### src/rtl/button_debounce_hold_fsm_defines.svh
// Assertion macros shared by the debouncer modules.
`ifndef BUTTON_DEBOUNCE_HOLD_FSM_DEFINES_SVH
`define BUTTON_DEBOUNCE_HOLD_FSM_DEFINES_SVH

// Same-cycle implication, disabled while reset is low.
`define BDH_ASSERT_NOW(label, clk, rst_n, ante, cons) \
    label: assert property (@(posedge clk) disable iff (!rst_n) (ante) |-> (cons)) \
        else $error("bdh: same-cycle check failed");

// Next-cycle implication, disabled while reset is low.
`define BDH_ASSERT_NEXT(label, clk, rst_n, ante, cons) \
    label: assert property (@(posedge clk) disable iff (!rst_n) (ante) |=> (cons)) \
        else $error("bdh: next-cycle check failed");

`endif

### src/rtl/bdh_pkg.sv
`timescale 1ns / 1ps

package bdh_pkg;

    localparam int BUTTON_COUNT_DEF = 2;
    localparam int LIMIT_W          = 16;
    localparam int COUNT_W          = 17;
    localparam int STATE_W          = 3;
    localparam int CFG_ADDR_W       = 1;

    localparam logic [COUNT_W-1:0] COUNT_MAX = {COUNT_W{1'b1}};

    localparam logic [LIMIT_W-1:0] DEBOUNCE_LIMIT_RST = 16'd10;
    localparam logic [LIMIT_W-1:0] HOLD_LIMIT_RST     = 16'd1000;

    // Configuration register indexes
    localparam logic [CFG_ADDR_W-1:0] CFG_DEBOUNCE_LIMIT = 1'b0;
    localparam logic [CFG_ADDR_W-1:0] CFG_HOLD_LIMIT     = 1'b1;

    typedef enum logic [STATE_W-1:0] {
        PH_RELEASED  = 3'd0,
        PH_PRESSING  = 3'd1,
        PH_PRESSED   = 3'd2,
        PH_HOLD      = 3'd3,
        PH_RELEASING = 3'd4
    } t_phase;

endpackage

### src/rtl/bdh_lane.sv
`timescale 1ns / 1ps

`include "button_debounce_hold_fsm_defines.svh"

module bdh_lane (
    input  logic                             i_clk,
    input  logic                             i_rst_n,
    input  logic                             i_step,
    input  logic                             i_level,
    input  logic [bdh_pkg::LIMIT_W-1:0]      i_debounce_limit,
    input  logic [bdh_pkg::LIMIT_W-1:0]      i_hold_limit,
    output logic [bdh_pkg::STATE_W-1:0]      o_state_next
);

    bdh_pkg::t_phase                 r_phase, n_phase;
    logic [bdh_pkg::COUNT_W-1:0]     r_deb_count, n_deb_count;
    logic [bdh_pkg::COUNT_W-1:0]     r_held_count, n_held_count;
    logic                            r_prev_level;

    logic [bdh_pkg::COUNT_W-1:0]     w_deb_inc;
    logic [bdh_pkg::COUNT_W-1:0]     w_held_inc;
    logic [bdh_pkg::COUNT_W-1:0]     w_deb_limit;
    logic [bdh_pkg::COUNT_W-1:0]     w_hold_limit;

    assign w_deb_inc  = (r_deb_count == bdh_pkg::COUNT_MAX) ? r_deb_count
                                                            : r_deb_count + 1'b1;
    assign w_held_inc = (r_held_count == bdh_pkg::COUNT_MAX) ? r_held_count
                                                             : r_held_count + 1'b1;
    assign w_deb_limit  = {1'b0, i_debounce_limit};
    assign w_hold_limit = {1'b0, i_hold_limit};

    always_comb begin
        n_phase      = r_phase;
        n_deb_count  = r_deb_count;
        n_held_count = r_held_count;
        case (r_phase)
            bdh_pkg::PH_RELEASED: begin
                if (!i_level) begin
                    n_phase = bdh_pkg::PH_PRESSING;
                end
            end
            bdh_pkg::PH_PRESSING: begin
                if (!i_level && !r_prev_level) begin
                    n_deb_count = w_deb_inc;
                    if (w_deb_inc > w_deb_limit) begin
                        n_deb_count = '0;
                        n_phase     = bdh_pkg::PH_PRESSED;
                    end
                end else begin
                    n_deb_count = '0;
                    n_phase     = bdh_pkg::PH_RELEASED;
                end
            end
            bdh_pkg::PH_PRESSED: begin
                if (!i_level && !r_prev_level) begin
                    n_held_count = w_held_inc;
                    if (w_held_inc > w_hold_limit) begin
                        n_held_count = '0;
                        n_phase      = bdh_pkg::PH_HOLD;
                    end
                end else begin
                    n_held_count = '0;
                    n_phase      = bdh_pkg::PH_RELEASING;
                end
            end
            bdh_pkg::PH_HOLD: begin
                if (i_level) begin
                    n_phase = bdh_pkg::PH_RELEASING;
                end
            end
            bdh_pkg::PH_RELEASING: begin
                if (i_level && r_prev_level) begin
                    n_deb_count = w_deb_inc;
                    if (w_deb_inc > w_deb_limit) begin
                        n_deb_count = '0;
                        n_phase     = bdh_pkg::PH_RELEASED;
                    end
                end else begin
                    n_deb_count = '0;
                    n_phase     = bdh_pkg::PH_PRESSING;
                end
            end
            default: begin
                // hold an unknown code; only the level history moves
                n_phase = r_phase;
            end
        endcase
    end

    always_ff @(posedge i_clk) begin
        if (!i_rst_n) begin
            r_phase      <= bdh_pkg::PH_RELEASED;
            r_deb_count  <= '0;
            r_held_count <= '0;
            r_prev_level <= 1'b1;
        end else if (i_step) begin
            r_phase      <= n_phase;
            r_deb_count  <= n_deb_count;
            r_held_count <= n_held_count;
            r_prev_level <= i_level;
        end
    end

    assign o_state_next = n_phase;

    // debounce count is always cleared on entry to released
    `BDH_ASSERT_NOW(a_released_deb_clear, i_clk, i_rst_n, r_phase == bdh_pkg::PH_RELEASED, r_deb_count == '0)
    // hold count lives only while pressed
    `BDH_ASSERT_NOW(a_held_only_pressed, i_clk, i_rst_n, r_phase != bdh_pkg::PH_PRESSED, r_held_count == '0)

endmodule

### src/rtl/bdh_merge.sv
`timescale 1ns / 1ps

`include "button_debounce_hold_fsm_defines.svh"

module bdh_merge #(
    parameter int BUTTON_COUNT = bdh_pkg::BUTTON_COUNT_DEF
) (
    input  logic                                    i_clk,
    input  logic                                    i_rst_n,
    input  logic                                    i_in_valid,
    input  logic                                    i_out_stall,
    input  logic [bdh_pkg::STATE_W*BUTTON_COUNT-1:0] i_lane_states,
    output logic                                    o_in_stall,
    output logic                                    o_accept,
    output logic                                    o_out_valid,
    output logic [bdh_pkg::STATE_W*BUTTON_COUNT-1:0] o_button_states
);

    localparam int DATA_W = bdh_pkg::STATE_W * BUTTON_COUNT;

    logic              r_out_valid;
    logic [DATA_W-1:0] r_out_data;
    logic              r_skid_valid;
    logic [DATA_W-1:0] r_skid_data;
    logic              w_accept;
    logic              w_out_free;

    assign w_accept   = i_in_valid && !r_skid_valid;
    assign w_out_free = !r_out_valid || !i_out_stall;

    always_ff @(posedge i_clk) begin
        if (!i_rst_n) begin
            r_out_valid  <= 1'b0;
            r_skid_valid <= 1'b0;
        end else if (w_out_free) begin
            if (r_skid_valid) begin
                r_out_valid  <= 1'b1;
                r_skid_valid <= 1'b0;
            end else begin
                r_out_valid  <= w_accept;
            end
        end else if (w_accept) begin
            // output is stalled: park the new item
            r_skid_valid <= 1'b1;
        end
    end

    always_ff @(posedge i_clk) begin
        if (w_out_free) begin
            r_out_data <= r_skid_valid ? r_skid_data : i_lane_states;
        end
        if (!w_out_free && w_accept) begin
            r_skid_data <= i_lane_states;
        end
    end

    assign o_in_stall      = r_skid_valid;
    assign o_accept        = w_accept;
    assign o_out_valid     = r_out_valid;
    assign o_button_states = r_out_data;

    `BDH_ASSERT_NOW(a_skid_implies_out, i_clk, i_rst_n, r_skid_valid, r_out_valid)
    `BDH_ASSERT_NEXT(a_park_on_stall, i_clk, i_rst_n, w_accept && r_out_valid && i_out_stall, r_skid_valid)
    `BDH_ASSERT_NEXT(a_skid_drains, i_clk, i_rst_n, r_skid_valid && !i_out_stall, (r_out_data == $past(r_skid_data)) && !r_skid_valid)

endmodule

### src/rtl/button_debounce_hold_fsm.sv
`timescale 1ns / 1ps

// channel  | valid       | stall        | payload
// ---------+-------------+--------------+---------------------------
// input    | i_in_valid  | o_in_stall   | i_pin_levels (1 bit/button)
// output   | o_out_valid | i_out_stall  | o_button_states (3 bits/button)
// config   | i_cfg_wr_en | -            | i_cfg_addr, i_cfg_wr_data
//
// One item per cycle while o_in_stall is low; each result is registered on acceptance.
// Each button has its own lane with one compare and increment per item.
// A two-entry output buffer keeps input flowing for one stalled result;
// the input stalls only while both entries are full.
// Synchronous active-low reset: all buttons released, limits 10 and 1000.

module button_debounce_hold_fsm #(
    parameter int BUTTON_COUNT = bdh_pkg::BUTTON_COUNT_DEF
) (
    input  logic                                     i_clk,
    input  logic                                     i_rst_n,
    input  logic                                     i_in_valid,
    output logic                                     o_in_stall,
    input  logic [BUTTON_COUNT-1:0]                  i_pin_levels,
    output logic                                     o_out_valid,
    input  logic                                     i_out_stall,
    output logic [bdh_pkg::STATE_W*BUTTON_COUNT-1:0] o_button_states,
    input  logic                                     i_cfg_wr_en,
    input  logic [bdh_pkg::CFG_ADDR_W-1:0]           i_cfg_addr,
    input  logic [bdh_pkg::LIMIT_W-1:0]              i_cfg_wr_data
);

    localparam int DATA_W = bdh_pkg::STATE_W * BUTTON_COUNT;

    logic [bdh_pkg::LIMIT_W-1:0] r_debounce_limit;
    logic [bdh_pkg::LIMIT_W-1:0] r_hold_limit;
    logic [DATA_W-1:0]           w_lane_states;
    logic                        w_accept;

    always_ff @(posedge i_clk) begin
        if (!i_rst_n) begin
            r_debounce_limit <= bdh_pkg::DEBOUNCE_LIMIT_RST;
            r_hold_limit     <= bdh_pkg::HOLD_LIMIT_RST;
        end else if (i_cfg_wr_en) begin
            case (i_cfg_addr)
                bdh_pkg::CFG_DEBOUNCE_LIMIT: r_debounce_limit <= i_cfg_wr_data;
                bdh_pkg::CFG_HOLD_LIMIT:     r_hold_limit     <= i_cfg_wr_data;
                default: begin
                    r_hold_limit <= r_hold_limit;
                end
            endcase
        end
    end

    for (genvar g = 0; g < BUTTON_COUNT; g++) begin : g_lane
        bdh_lane u_lane (
            .i_clk            (i_clk),
            .i_rst_n          (i_rst_n),
            .i_step           (w_accept),
            .i_level          (i_pin_levels[g]),
            .i_debounce_limit (r_debounce_limit),
            .i_hold_limit     (r_hold_limit),
            .o_state_next     (w_lane_states[bdh_pkg::STATE_W*g +: bdh_pkg::STATE_W])
        );
    end

    bdh_merge #(
        .BUTTON_COUNT (BUTTON_COUNT)
    ) u_merge (
        .i_clk           (i_clk),
        .i_rst_n         (i_rst_n),
        .i_in_valid      (i_in_valid),
        .i_out_stall     (i_out_stall),
        .i_lane_states   (w_lane_states),
        .o_in_stall      (o_in_stall),
        .o_accept        (w_accept),
        .o_out_valid     (o_out_valid),
        .o_button_states (o_button_states)
    );

endmodule
### config.mk
export PLATFORM = sky130hd
export DESIGN_NAME = button_debounce_hold_fsm
export DESIGN_NICKNAME = d
export VERILOG_FILES = /design/src/rtl/bdh_pkg.sv /design/src/rtl/bdh_lane.sv /design/src/rtl/bdh_merge.sv /design/src/rtl/button_debounce_hold_fsm.sv
export VERILOG_INCLUDE_DIRS = /design/src /design/src/rtl
export SDC_FILE = /design/constraint.sdc
export NUM_CORES = 1
export LEC_CHECK = 0
export BUFFER_PORTS_ARGS = -buffer_cell sky130_fd_sc_hd__buf_2
export CAP_MARGIN = 20
export CORE_AREA = 4 4 125 127
export CTS_CLUSTER_DIAMETER = 30
export DETAILED_ROUTE_END_ITERATION = 8
export DIE_AREA = 0 0 129 131
export PLACE_DENSITY_LB_ADDON = 0.08
export SYNTH_ARGS = -nofsm -noshare
export SYNTH_HDL_FRONTEND = slang
export SYNTH_HIERARCHICAL = 1
export SYNTH_SLANG_ARGS = --single-unit
### constraint.sdc
create_clock -name i_clk -period 5.45 [get_ports i_clk]
set_input_delay 1.09 -clock i_clk [delete_from_list [all_inputs] [get_ports i_clk]]
set_output_delay 1.09 -clock i_clk [all_outputs]
set_load 0.01 [all_outputs]
== Word level (Yosys, flattened, before mapping) ==
Index checks and enable logic that the tools add are counted.
Word-level totals
  output and inout bits: 8
  bits in registers: 122
  input port bits: 24
  logic and storage cells: 98
Operators by class
  bitwise gates (word level): 2
  eq/ne operators: 12
  add/subtract/negate cells: 4
  reduce and logical (&&, ||, !) cells: 26
  multiplexer cells: 36
  magnitude comparators: 4
Operators by type and width (count)
  2-to-1 mux 17 bit: 14
  adder 17 x 1 -> 17 bit (second input constant): 4
  == test 17 bit (second input constant): 4
  > comparator 17 x 16 -> 1 bit: 4
  case mux 17 bit (2 select lines): 2
  2-to-1 mux 3 bit: 16
  case mux 3 bit (5 select lines): 2
  == test 3 x 2 -> 1 bit (second input constant): 4
  AND reduction 2 bit: 6
  zero test 1 bit: 8
  == test 3 x 1 -> 1 bit (second input constant): 2
  == test 3 bit (second input constant): 2
  logical AND 1 bit: 6
  zero test 3 bit: 2
  2-to-1 mux 6 bit: 1
  nonzero test 2 bit: 2
  inverter 1 bit: 2
  OR reduction 2 bit: 1
  logical OR 1 bit: 1
  2-to-1 mux 1 bit: 1

== Depth between registers and ports, before layout ==
  depth in word-level cells: 7
  gate-level depth with buffers: 18
  gate-level depth less buffers: 16

== By module ==
The synthesis kept the hierarchy.
By module, submodules not included
  bdh_lane (g_lane[0].u_lane): seq. area each 760.7 um^2, cells each 459, instances 1, area an instance 3507.1 um^2
  bdh_lane (g_lane[1].u_lane): seq. area each 760.7 um^2, cells each 403, instances 1, area an instance 3198.1 um^2
  button_debounce_hold_fsm: seq. area each 640.6 um^2, cells each 132, instances 1, area an instance 1261.2 um^2
  bdh_merge: seq. area each 400.4 um^2, cells each 27, instances 1, area an instance 551.8 um^2

== Worst setup path before layout ==
No wires, ideal clock.
  path kind: register to register
  start point: reg g_lane[0].u_lane/r_deb_count[9] (netlist name)
  end point: reg u_merge.r_out_data[1], in the netlist u_merge/o_button_states[1], data pin
  period minus slack after synthesis: 3.852 ns
  required time: 5.190 ns
  arrival time: 3.591 ns
  slack: 1.598 ns
  library setup time: 0.260 ns
  path buffers: 2
  cell stages (with the launch flop): 16
  cells stage by stage: dfxtp_1 -> nand3_2 -> or4_4 -> buf_6 -> nor3_4 -> nor3_1 -> or2_2 -> ha_1 -> a21oi_1 -> a211oi_1 -> a211oi_1 -> a2bb2oi_1 -> clkbuf_1 -> nand2_1 -> o2bb2ai_1 -> mux2_4
On the way
  longest elaborated chain between the ends: 7
  elaborated cells between the ends (all ways): 10
  those cells by class: add/sub: 1; order compare: 1; eq/ne: 1; mux: 7
Ends and longest elaborated chain
  start, declared: RTL line bdh_lane.sv:16  | logic [bdh_pkg::COUNT_W-1:0] r_deb_count, n_deb_count;
  start signal, assigned: RTL line bdh_lane.sv:98  | r_deb_count <= n_deb_count;
  adder 17 x 1 -> 17 bit / == test 17 bit (equally long branches): RTL line bdh_lane.sv:26, bdh_lane.sv:25
  2-to-1 mux 17 bit (*): RTL line bdh_lane.sv:25  | assign w_deb_inc = (r_deb_count == bdh_pkg::COUNT_MAX) ? r_deb_count
  > comparator 17 x 16 -> 1 bit (*): RTL line bdh_lane.sv:45, bdh_lane.sv:74
  2-to-1 mux 3 bit (on tied branches): RTL line bdh_lane.sv:74, bdh_lane.sv:45
  2-to-1 mux 3 bit (on tied branches): RTL line bdh_lane.sv:72, bdh_lane.sv:43
  case mux 3 bit (5 select lines) (*): RTL line bdh_lane.sv:36  | case (r_phase)
  via w_lane_states[1]: RTL line button_debounce_hold_fsm.sv:35  | logic [DATA_W-1:0] w_lane_states;
  2-to-1 mux 6 bit (*): RTL line bdh_merge.sv:50  | r_out_data <= r_skid_valid ? r_skid_data : i_lane_states;
  end signal, assigned: RTL line bdh_merge.sv:50
  end, declared: RTL line bdh_merge.sv:22  | logic [DATA_W-1:0] r_out_data;
The timed path passes the listed nets; every way through them passes the cells marked *.
A chain may end at the register's enable or synchronous reset.

== Final worst setup path ==
  start point: reg g_lane[1].u_lane/r_held_count[0] (netlist name)
  end point: reg g_lane[1].u_lane/r_held_count[10] (netlist name)
On the way
  longest elaborated chain between the ends: 5
  elaborated cells between the ends (all ways): 6
  those cells by class: add/sub: 1; order compare: 1; eq/ne: 1; mux: 3
Ends and longest elaborated chain
  start, declared: RTL line bdh_lane.sv:17  | logic [bdh_pkg::COUNT_W-1:0] r_held_count, n_held_count;
  start signal, assigned: RTL line bdh_lane.sv:99  | r_held_count <= n_held_count;
  adder 17 x 1 -> 17 bit / == test 17 bit (equally long branches): RTL line bdh_lane.sv:28, bdh_lane.sv:27
  2-to-1 mux 17 bit (*): RTL line bdh_lane.sv:27  | assign w_held_inc = (r_held_count == bdh_pkg::COUNT_MAX) ? r_held_count
  > comparator 17 x 16 -> 1 bit: RTL line bdh_lane.sv:57  | if (w_held_inc > w_hold_limit) begin
  2-to-1 mux 17 bit (*): RTL line bdh_lane.sv:57
  2-to-1 mux 17 bit (*): RTL line bdh_lane.sv:55  | if (!i_level && !r_prev_level) begin
Mark *: on every way between the ends. The rest lies on a longest branch, timed or not.

==> results_dict.tcl <==
set metrics [dict create \
    async_reset_ff_frac 0 \
    cts_tree "yes" \
    power_mw 2.26 \
    min_period_ns 4.34 \
    grt_pass1_vias 6592 \
    critPathCaptureType "register" \
    ys_seq_area_frac 0.301 \
    ys_types 91 \
    slowest_stage "nor3_2" \
    pin_count 32 \
    tightest_slew_ns 1.08 \
    instances_no_fill 1225 \
    cp.required_ns 5.81 \
    gr-usage-all-layers 0.246 \
    path_max_fanout 13 \
    slew_viol_final 0 \
    drive_gt1_frac 0.127 \
    setup_viol 0 \
    io_buffers 31 \
    synth_edf_count 12 \
    antenna_found_initial 1 \
    critPathMaxStageDelay_ns 0.70 \
    wirelength_mm 20.0 \
    numCtsBuffers 17 \
    synth_fp_nets 1113 \
    postCtsHoldBufs 0 \
    max_freq_mhz 230 \
    hp-class "register to register" \
    dpl.cell_count 1193 \
    cts.clk_slew.worst_paths_ns 0.06 \
    drc 0 \
    cts.sink_count 122 \
    wl_per_cell_microns 16.4 \
    cts_resized 0 \
    die_h_microns 131 \
    setup_ws_ns 1.11 \
    drtIter0Drc 493 \
    overflow 0 \
    row_count 44 \
    worst_ir_drop_vdd_mv 0.252 \
    fin_nets 1120 \
    cts_buffer_depth 2 \
    antennaDiodeCount 0 \
    viasPerCell 5.97 \
    synth_top_cell_by_area "dfxtp_1" \
    period_share 0.797 \
    path_common_cell "ha_1" \
    dominantRegCellSynth "dfxtp_1" \
    drtPass1Iterations 5 \
    hold_viol 0 \
    vias 7310 \
    slew_headroom 0.277 \
    cp.arrival_ns 4.71 \
    grt_first_pass_wirelength_mm 33.1 \
    rsz0062_at_grt "no" \
    pre_cts_ws_ns 1.08 \
    hold_ws_ns 0.493 \
    place_congestion 0.906 \
    design.die.area_sq_um 16900 \
    clockRootBuffer "clkbuf_16" \
    die_w_microns 129 \
    yosysWarnings 6 \
    n_fill_cell 1257 \
    synth-seq-cells 122 \
    layout_common_cells "131 x nand2_1, 110 x dfxtp_1, 83 x inv_1, 68 x ha_1, 55 x nand3_1" \
    path_cells "ha_1 > nand3_1 > nor4_4 > a21oi_2 > and4_1 > xor2_1 > ha_1 > a211oi_1 > nor2_1 > o41ai_1 > o211ai_1 > buf_4 > nor3_2 > a221o_1" \
    synth_top_area_share 0.259 \
    ant_nets 0 \
    startpoint_type "register" \
    clk_latency_ns 0.43 \
    totalNegativeSetupSlack_ns 0 \
    synth.avg_cell_area_sq_um 8.34 \
    p_leak_nw 3.99 \
    power.density_nw_per_um2 244 \
    syn_area_sq_um 8520 \
    drv_cap 0 \
    finClkSkew_ns 0.00814 \
    area_delta_synth_final_pct 8.78 \
    initial_core_util 0.591 \
    h-tree-depth 4 \
    critPathKind "register to register" \
    hpwl_mm 14.9 \
    final_common_cell "nand2_1" \
    synth_area_leaders "dfxtp_1 26%, ha_1 10%, nand2_1 5.8%, edfxtp_1 4.2%, inv_1 3.7%" \
    grt_max_degree 65 \
    outcome "finished clean" \
    synthCells 1021 \
    cts_setup_buffers 0 \
    core-area_sq_um 14400 \
]
==> cells by family after synthesis <==
logic type,Yosys count,share of synthesized area
compound gates,213,0.181
flops,122,0.301
fa+ha+maj,68,0.0999
buf+inv,136,0.0736
mux,37,0.0476
simple gates,395,0.246
xor+xnor,50,0.0514
==> path summary, 6_finish.rpt <==
| path | end | start | cells past startpoint | slack [ns] |
|---|---|---|---|---|
| worst max-delay path | g_lane[1].u_lane/r_held_count[10] | g_lane[1].u_lane/r_held_count[0] | 14 | 1.11 |
| worst max register to register | g_lane[1].u_lane/r_held_count[10] | g_lane[1].u_lane/r_held_count[0] | 14 | 1.11 |
| worst min register to register | g_lane[0].u_lane/r_held_count[7] | g_lane[0].u_lane/r_held_count[7] | 2 | 0.49 |
| worst min-delay path | g_lane[0].u_lane/r_held_count[7] | g_lane[0].u_lane/r_held_count[7] | 2 | 0.49 |
==> power breakdown <==
part / internal (mW) / switching, mW
Clock: 0.717 / 0.431
Combinational: 0.0630 / 0.0995
Sequential: 0.928 / 0.0255
==> metal layers <==
| metal | global-route usage | share of wire | routed length [microns] |
|---|---|---|---|
| met1 | 0.357 | 0.50 | 10100 |
| met2 | 0.375 | 0.44 | 8760 |
| met3 | 0.0512 | 0.048 | 967 |
| met4 | 0.0574 | 0.0094 | 188 |
| met5 | 0 | 0.00065 | 13 |
==> area by class of cell <==
cell class                 count  area (sq um)  area share
sequential                   122          2560       0.277
timing repair buffer          41           230      0.0248
tap                          184           230      0.0248
clock inverter                15           175      0.0189
multi-input combinational    763          5330       0.575
inverter                      83           312      0.0336
clock buffer                  17           425      0.0459
==> through the flow <==
stage	area, sq um	utilization
after floorplan	8520	-
after global placement	8670	0.601
after detailed placement	8670	0.601
after CTS	9270	0.642
after global routing	9270	0.642
final	9270	0.642
==> worst max-delay path: cells and delay by family (launching register included) <==
kind            cells  cell delay [ns]
simple gates        5             1.49
compound gates      5             1.36
fa+ha+maj           2             0.53
flops               1             0.41
buf+inv             1             0.29
xor+xnor            1             0.20
==> synth_stat cells, types with 13 or more instances <==
cell type and instances:
a21oi_1 53, a22o_1 14, a31oi_1 13, and3_1 21, buf_2 20, clkbuf_1 17, dfxtp_1 110, ha_1 68
inv_1 83, mux2i_1 27, nand2_1 131, nand3_1 55, nand4_1 29, nor2_1 54, nor3_1 16, o21ai_0 25
xnor2_1 28, xor2_1 22
==> registers in the layout, indices dropped and copies added (netlist names) <==
name and flops:
g_lane.u_lane/r_deb_count 34, g_lane.u_lane/r_held_count 34, g_lane.u_lane/r_phase 6, g_lane.u_lane/r_prev_level 2, r_debounce_limit 16, r_hold_limit 16, u_merge/o_button_states 6, u_merge/o_in_stall 1
u_merge/o_out_valid 1, u_merge/r_skid_data 6
Power figures use the tool's default switching activity.
